### src/rtl/kji_pkg.sv
package kji_pkg;

	localparam int JOINT_W = 5;
	localparam int JC_W    = 6;

	typedef logic [1:0] func_t;

	localparam func_t FUNC_LOAD  = 2'd0;
	localparam func_t FUNC_START = 2'd1;
	localparam func_t FUNC_TICK  = 2'd2;

endpackage

### src/rtl/keyframe_joint_interpolator.sv
// Channel  Handshake              Payload
// -------  ---------------------  -----------------------------------------
// in       in_valid / in_ready    func, joint, angle, steps
// out      out_valid / out_ready  out_joint, out_angle, last, segment_end
// cfg      cfg_valid / cfg_ready  cfg_data (joint_count)
//
// A load or a start leaves the block idle. A tick sends one result per joint;
// each joint is read, then passes through the bit-serial scale-and-divide step
// that every joint shares, which is skipped once the segment has reached its end.
// Reset clears every bank entry through per-entry valid bits, so no sweep.
// A stalled output holds the current result and the next joint waits for it.
module keyframe_joint_interpolator #(
	parameter int MAX_JOINTS = 32,
	parameter int ANGLE_BITS = 16,
	parameter int STEP_BITS  = 16
) (
	input  logic                          clk,
	input  logic                          arst_n,
	input  logic                          in_valid,
	output logic                          in_ready,
	input  kji_pkg::func_t                func,
	input  logic [kji_pkg::JOINT_W-1:0]   joint,
	input  logic signed [ANGLE_BITS-1:0]  angle,
	input  logic [STEP_BITS-1:0]          steps,
	output logic                          out_valid,
	input  logic                          out_ready,
	output logic [kji_pkg::JOINT_W-1:0]   out_joint,
	output logic signed [ANGLE_BITS-1:0]  out_angle,
	output logic                          last,
	output logic                          segment_end,
	input  logic                          cfg_valid,
	output logic                          cfg_ready,
	input  logic [kji_pkg::JC_W-1:0]      cfg_data
);
	import kji_pkg::*;

	localparam int DEPTH = 3 * MAX_JOINTS;
	localparam int AW    = $clog2(DEPTH);
	localparam int JW    = (MAX_JOINTS > 1) ? $clog2(MAX_JOINTS) : 1;
	localparam int NW    = $clog2(MAX_JOINTS + 1);
	localparam int BCW   = $clog2(ANGLE_BITS + 1);
	localparam int TW    = STEP_BITS + 2;

	localparam logic [2:0] ST_IDLE = 3'd0;
	localparam logic [2:0] ST_RD_A = 3'd1;
	localparam logic [2:0] ST_RD_B = 3'd2;
	localparam logic [2:0] ST_INIT = 3'd3;
	localparam logic [2:0] ST_DIV  = 3'd4;
	localparam logic [2:0] ST_SUM  = 3'd5;
	localparam logic [2:0] ST_PUSH = 3'd6;

	logic [2:0]              state_q;
	logic [1:0]              sel_start_q, sel_tgt_q, sel_pend_q;
	logic [STEP_BITS-1:0]    steps_q, cnt_q;
	logic [JC_W-1:0]         jc_q;
	logic [NW-1:0]           n_q;
	logic [JW-1:0]           j_q;
	logic                    at_end_q;
	logic [BCW-1:0]          bits_q;

	logic [ANGLE_BITS-1:0]   mem [DEPTH];
	logic [DEPTH-1:0]        vld_q;
	logic [ANGLE_BITS-1:0]   rd_q;
	logic                    rd_vld_q;
	logic [ANGLE_BITS-1:0]   rd_val;

	logic [ANGLE_BITS-1:0]   a_q, mag_q, quo_q, res_q;
	logic [STEP_BITS-1:0]    rem_q;
	logic                    neg_q;

	logic                    in_xfer, out_free, out_push, mem_we;
	logic [AW-1:0]           wr_addr, rd_addr;
	logic [6:0]              n_full;
	logic                    is_last;
	logic [ANGLE_BITS:0]     diff;
	logic [TW-1:0]           t_val, t_n, t_2n;
	logic [1:0]              q_inc;
	logic [TW-1:0]           t_next;

	assign cfg_ready = 1'b1;
	assign in_ready  = (state_q == ST_IDLE);
	assign in_xfer   = in_valid && in_ready;
	assign out_free  = !out_valid || out_ready;
	assign out_push  = (state_q == ST_PUSH) && out_free;

	assign mem_we  = in_xfer && (func == FUNC_LOAD) && (7'(joint) < 7'(MAX_JOINTS));
	assign wr_addr = AW'(sel_pend_q) * AW'(MAX_JOINTS) + AW'(joint);
	assign rd_addr = (state_q == ST_RD_A) ? AW'(sel_start_q) * AW'(MAX_JOINTS) + AW'(j_q)
	                                      : AW'(sel_tgt_q) * AW'(MAX_JOINTS) + AW'(j_q);

	always_ff @(posedge clk) begin
		if (mem_we)
			mem[wr_addr] <= angle;
		rd_q     <= mem[rd_addr];
		rd_vld_q <= vld_q[rd_addr];
	end

	assign rd_val = rd_vld_q ? rd_q : '0;

	// clamp the joint count into 1 .. MAX_JOINTS
	always_comb begin
		if (jc_q == '0)
			n_full = 7'd1;
		else if (7'(jc_q) > 7'(MAX_JOINTS))
			n_full = 7'(MAX_JOINTS);
		else
			n_full = 7'(jc_q);
	end

	assign is_last = (NW'(j_q) + NW'(1)) == n_q;
	assign diff    = {rd_val[ANGLE_BITS-1], rd_val} - {a_q[ANGLE_BITS-1], a_q};

	// one step of mag*cnt/steps: adds 0, 1 or 2 to the shifted quotient; remainder stays below steps
	always_comb begin
		t_val = {1'b0, rem_q, 1'b0} + (mag_q[ANGLE_BITS-1] ? TW'(cnt_q) : '0);
		t_n   = TW'(steps_q);
		t_2n  = TW'({steps_q, 1'b0});
		if (t_val >= t_2n) begin
			q_inc  = 2'd2;
			t_next = t_val - t_2n;
		end else if (t_val >= t_n) begin
			q_inc  = 2'd1;
			t_next = t_val - t_n;
		end else begin
			q_inc  = 2'd0;
			t_next = t_val;
		end
	end

	always_ff @(posedge clk or negedge arst_n) begin
		if (!arst_n) begin
			state_q     <= ST_IDLE;
			sel_start_q <= 2'd0;
			sel_tgt_q   <= 2'd1;
			sel_pend_q  <= 2'd2;
			steps_q     <= '0;
			cnt_q       <= '0;
			jc_q        <= JC_W'(1);
			vld_q       <= '0;
			out_valid   <= 1'b0;
			n_q         <= '0;
			j_q         <= '0;
			at_end_q    <= 1'b0;
			bits_q      <= '0;
		end else begin
			if (cfg_valid && cfg_ready)
				jc_q <= cfg_data;
			if (mem_we)
				vld_q[wr_addr] <= 1'b1;
			if (out_push)
				out_valid <= 1'b1;
			else if (out_valid && out_ready)
				out_valid <= 1'b0;
			case (state_q)
				ST_IDLE: begin
					if (in_xfer) begin
						case (func)
							FUNC_START: begin
								sel_start_q <= sel_tgt_q;
								sel_tgt_q   <= sel_pend_q;
								sel_pend_q  <= sel_start_q;
								steps_q     <= steps;
								cnt_q       <= '0;
							end
							FUNC_TICK: begin
								n_q      <= NW'(n_full);
								j_q      <= '0;
								at_end_q <= (steps_q == '0) || (cnt_q >= steps_q);
								state_q  <= ST_RD_A;
							end
							default: ;
						endcase
					end
				end
				ST_RD_A: state_q <= ST_RD_B;
				ST_RD_B: state_q <= ST_INIT;
				ST_INIT: begin
					bits_q  <= BCW'(ANGLE_BITS);
					state_q <= at_end_q ? ST_PUSH : ST_DIV;
				end
				ST_DIV: begin
					bits_q <= bits_q - BCW'(1);
					if (bits_q == BCW'(1))
						state_q <= ST_SUM;
				end
				ST_SUM: state_q <= ST_PUSH;
				ST_PUSH: begin
					if (out_free) begin
						if (is_last) begin
							if (cnt_q < steps_q)
								cnt_q <= cnt_q + STEP_BITS'(1);
							state_q <= ST_IDLE;
						end else begin
							j_q     <= j_q + JW'(1);
							state_q <= ST_RD_A;
						end
					end
				end
				default: state_q <= ST_IDLE;
			endcase
		end
	end

	always_ff @(posedge clk) begin
		case (state_q)
			ST_RD_B: a_q <= rd_val;
			ST_INIT: begin
				neg_q <= diff[ANGLE_BITS];
				mag_q <= diff[ANGLE_BITS] ? ANGLE_BITS'(-diff) : diff[ANGLE_BITS-1:0];
				rem_q <= '0;
				quo_q <= '0;
				res_q <= rd_val;
			end
			ST_DIV: begin
				mag_q <= {mag_q[ANGLE_BITS-2:0], 1'b0};
				rem_q <= t_next[STEP_BITS-1:0];
				quo_q <= {quo_q[ANGLE_BITS-2:0], 1'b0} + ANGLE_BITS'(q_inc);
			end
			ST_SUM: res_q <= neg_q ? a_q - quo_q : a_q + quo_q;
			ST_PUSH: begin
				if (out_free) begin
					out_joint   <= JOINT_W'(j_q);
					out_angle   <= res_q;
					last        <= is_last;
					segment_end <= at_end_q;
				end
			end
			default: ;
		endcase
	end

endmodule

### config.mk
export PLATFORM = sky130hd
export DESIGN_NAME = keyframe_joint_interpolator
export DESIGN_NICKNAME = d
export VERILOG_FILES = /design/src/rtl/kji_pkg.sv /design/src/rtl/keyframe_joint_interpolator.sv
export SDC_FILE = /design/constraint.sdc
export NUM_CORES = 2
export LEC_CHECK = 0
export ABC_AREA = 1
export ABC_CLOCK_PERIOD_IN_PS = 10450
export BUFFER_PORTS_ARGS = -buffer_cell sky130_fd_sc_hd__buf_2
export CAP_MARGIN = 20
export CORE_MARGIN = 4
export CORE_UTILIZATION = 57
export DETAILED_ROUTE_END_ITERATION = 10
export PLACE_DENSITY = 0.73
export SLEW_MARGIN = 10
export SYNTH_ARGS = -nofsm -noshare
export SYNTH_HDL_FRONTEND = slang
export SYNTH_SLANG_ARGS = --single-unit
### constraint.sdc
create_clock -name clk -period 10.45 [get_ports clk]
set_input_delay 0 -clock clk [delete_from_list [all_inputs] [get_ports clk]]
set_output_delay 0 -clock clk [all_outputs]
set_load 0.02 [all_outputs]
==> results.toml <==
[global_route]
grt_pass1_wl_um = 317000
antenna_violations_before_repair = 5
grt_util_all_layers_pct = 29.4
vias_in_the_first_global_route = 52500
grt_start_max_net_pins = 211
global_route.usage.met2_pct = 46.6
grt.busiest_layer = "met2"
met3_grt_util_pct = 5.48
grt_overflow = 0
use_met1_pct = 40.2

[timing]
fin_ws_ns = 4.29
final_setup_violations = 0
period_minus_slack_ns = 6.16
grt_setup_unrepaired = "no"
final-max-slew-violation-count = 0
achievable-frequency_mhz = 162
finalClockSkew_ns = 0.0385
slew_headroom_pct = 22.5
post-route-period-util_pct = 59.0
finalHoldViolations = 0
tns_ns = 0
max_slew.worst_pin.slew_ns = 1.16

[synthesis]
synth_warnings = 0
synth_edf_count = 1640
syn-num-nets = 6949
synth_seq_area_share_pct = 69.0
synthesis.instances = 6792
yosysUniqueCellTypes = 58
synth-seq-cells = 1818
synth_top_flop_cell = "edfxtp_1"
ys_async_sr_fraction_pct = 8.86
synthesis.area_sq_um = 77700
syn-mean-instance-area_sq_um = 11.4

[clock_tree]
clkLatencyLatePin_ns = 0.83
cts_buffers = 179
cts_htree_levels = 4
number_of_sinks_on_the_clock_net = 1818
cts_root_buf = "clkbuf_16"
clk_pin_slew_ns = 0.06
cts_max_path_buffers = 3
tritoncts = "yes"

[routing]
total_number_of_vias = 54600
antenna_violating_nets_post_route = 0
drt_wl_total_um = 211000
vias_per_cell = 6.17
dr.pass1.iters = 6
drtIter0Drc = 6977
wl_per_cell_um = 23.8
route.detailed.drc = 0

[setup_path]
maximum_net_fanout_on_the_critical_path = 17
timing.critical_path.mode_cell = "nand2_1"
critical-path-max-stage-delay_ns = 0.61
critical_path_cell_count = 39
timing.critical_path.required_ns = 11.01
timing_worst_setup_path_type = "reg -> reg"
critPathBufInv = 4
critical_path.slowest_cell = "edfxtp_1"
worstRegToRegCells = 39
timing.critical_path.max_delay_family = "simple AND/OR/NAND/NOR gates"
startpoint_type = "flip-flop"
timing.critical_path.to_type = "flip-flop"
worst_path_arrival_ns = 6.72

[floorplanning]
floorplan.rows = 135
die-width_um = 377
io_pins = 76
start_util_pct = 57.3
core_sq_um = 135000
die_area_sq_um = 142000
floorplan.die.height_um = 377

[min_path]
worst_hold_path.num_cells = 3
hold_path.class = "in -> reg"

[cells_and_area]
nets = 7072
fillerInstances = 10100
layout_common_cells = "edfxtp_1, nor2_1, o21ai_0, nand2_1, o22ai_1"
area.growth.synth_to_final_pct = 11.8
final_common_cell = "edfxtp_1"
final_layout_size_suffix_gt1_share_pct = 8.21

[power_and_ir_drop]
power_leakage_uw = 0.0315
vdd.ir_drop.worst_uv = 216
power.density_cell_area_nw_per_um2 = 257

[placement]
dp_slack_ns = 4.37
placement.io_buffers = 74
gp_routability_congestion = 0.932
dp_hpwl_um = 121000

[run_status]
status = "completed"

[job]
maximum_capacitance_violations = 0
## state kept, by name, indices dropped and copies added (netlist names), 16 cells and up
name,flops
a_q,16
cnt_q,16
mag_q,16
mem,1536
out_angle,16
quo_q,16
rd_q,16
rem_q,16
res_q,16
steps_q,16
vld_q,96
## cells by family (layout without fill, tap and decap cells)
kind of cell,after synthesis,in the layout,synth area share (%)
AOI/OAI and AO/OA,1797,1797,12.6
xor gates and xnor gates,79,79,0.891
adders and majority gates,107,107,1.77
buffers and inverters,718,993,3.74
DFF,1818,1818,69.0
muxes,12,12,0.159
other,1,4,0.00483
and+or+nand+nor,2260,2260,11.8
## cell usage after synthesis (2+ instances only)
master	number	share of area, %
dfxtp_1	17	0.44
nand2_2	3	0.024
nor3_1	22	0.14
dfstp_2	3	0.10
o22ai_1	431	3.5
buf_1	19	0.092
o221ai_1	13	0.15
a21o_1	6	0.058
clkbuf_1	264	1.3
o21bai_1	8	0.077
ha_1	102	1.6
nand3_1	192	1.2
o31ai_1	5	0.048
edfxtp_1	1640	63
or2_2	55	0.44
o211ai_1	32	0.31
a31oi_1	12	0.097
buf_4	17	0.16
nor2_1	1229	5.9
dfrtp_1	158	5.1
mux2i_1	9	0.12
a21oi_1	133	0.86
nor3_2	5	0.064
nand2_1	672	3.2
buf_6	3	0.043
buf_2	99	0.64
inv_2	7	0.034
and2_1	2	0.016
o21ai_1	22	0.14
nand3b_1	6	0.058
mux2_2	3	0.043
or2_1	14	0.11
fa_1	5	0.13
clkinv_1	3	0.014
inv_1	306	1.5
o21ai_2	3	0.034
o21ai_0	1123	7.2
xnor2_1	25	0.28
or2_0	4	0.032
xor2_1	54	0.61
nor4_1	7	0.056
nand4_1	43	0.35
## metrics by stage
step / utilization, % / std cells / hold slack [ns] / cell area [sq um] / power, uW
5_1_grt: 64.1 / 8850 / 0.0839 / 86800 / 23400
3_3_place_gp: 58.9 / 8399 / 0.139 / 79900 / 15700
6_report: 64.1 / 8851 / 0.0648 / 86800 / 22300
3_5_place_dp: 58.9 / 8399 / 0.136 / 79900 / 15800
2_1_floorplan: - / 6792 / -0.296 / 77700 / 13500
4_1_cts: 64.1 / 8847 / 0.00174 / 86800 / 22200
## worst register-to-register path: cells and delay by family, from the launching register on
kind | cells | cell delay (ns)
AND/OR/NAND/NOR | 25 | 3.02
flip-flops | 1 | 0.61
AO/OA/AOI/OAI | 5 | 0.57
buffers and inverters | 4 | 0.25
adder cells (fa/ha/maj) | 5 | 1.42
## per-layer routing
metal	share of wire [%]	vias up
met5	0.0057	-
met4	4.3	2
met3	9.8	465
met2	47	2935
met1	39	26600
li1	-	24600
## final timing paths
path                                           from                      end  slack (ns)
worst max-delay path            mag_q[15]$_DFFE_PP_  quo_q[15]$_SDFFCE_PN0P_        4.29
worst min-delay path                      cfg_valid      jc_q[3]$_DFFE_PN0P_        0.06
worst max register to register  mag_q[15]$_DFFE_PP_  quo_q[15]$_SDFFCE_PN0P_        4.29
worst min register to register   res_q[0]$_DFFE_PP_   out_angle[0]$_DFFE_PP_        0.42
max in group asynchronous                    arst_n       j_q[0]$_DFFE_PN0P_        9.01
min in group asynchronous                    arst_n   steps_q[3]$_DFFE_PN0P_        0.35
## what timing repair did
action                                  CTS  global route
setup buffers                             0             0
gates resized for setup                   0             0
endpoints found under the hold margin  1221             0
hold buffers                            115             0
## power breakdown
| part | leakage, uW | total, uW | internal [uW] | switching (uW) |
|---|---|---|---|---|
| registers | 0.0169 | 8610 | 8340 | 271 |
| logic | 0.0118 | 7340 | 2170 | 5170 |
| clock network | 0.00281 | 6320 | 3570 | 2750 |
| total | 0.0315 | 22300 | 14100 | 8190 |
## final cells by class
cell class              count  area, sq um  area share [%]
flip-flops and latches   1818        53600            61.8
clock inverters           109         1010            1.16
diodes                      3         7.51         0.00865
clock buffers             224         4730            5.45
inverters                 316         1210            1.39
multi-input cells        4256        21200            24.4
well taps                1781         2230            2.57
repair buffers            344         2810            3.24
No activity file was read; power rests on OpenSTA's default activity.
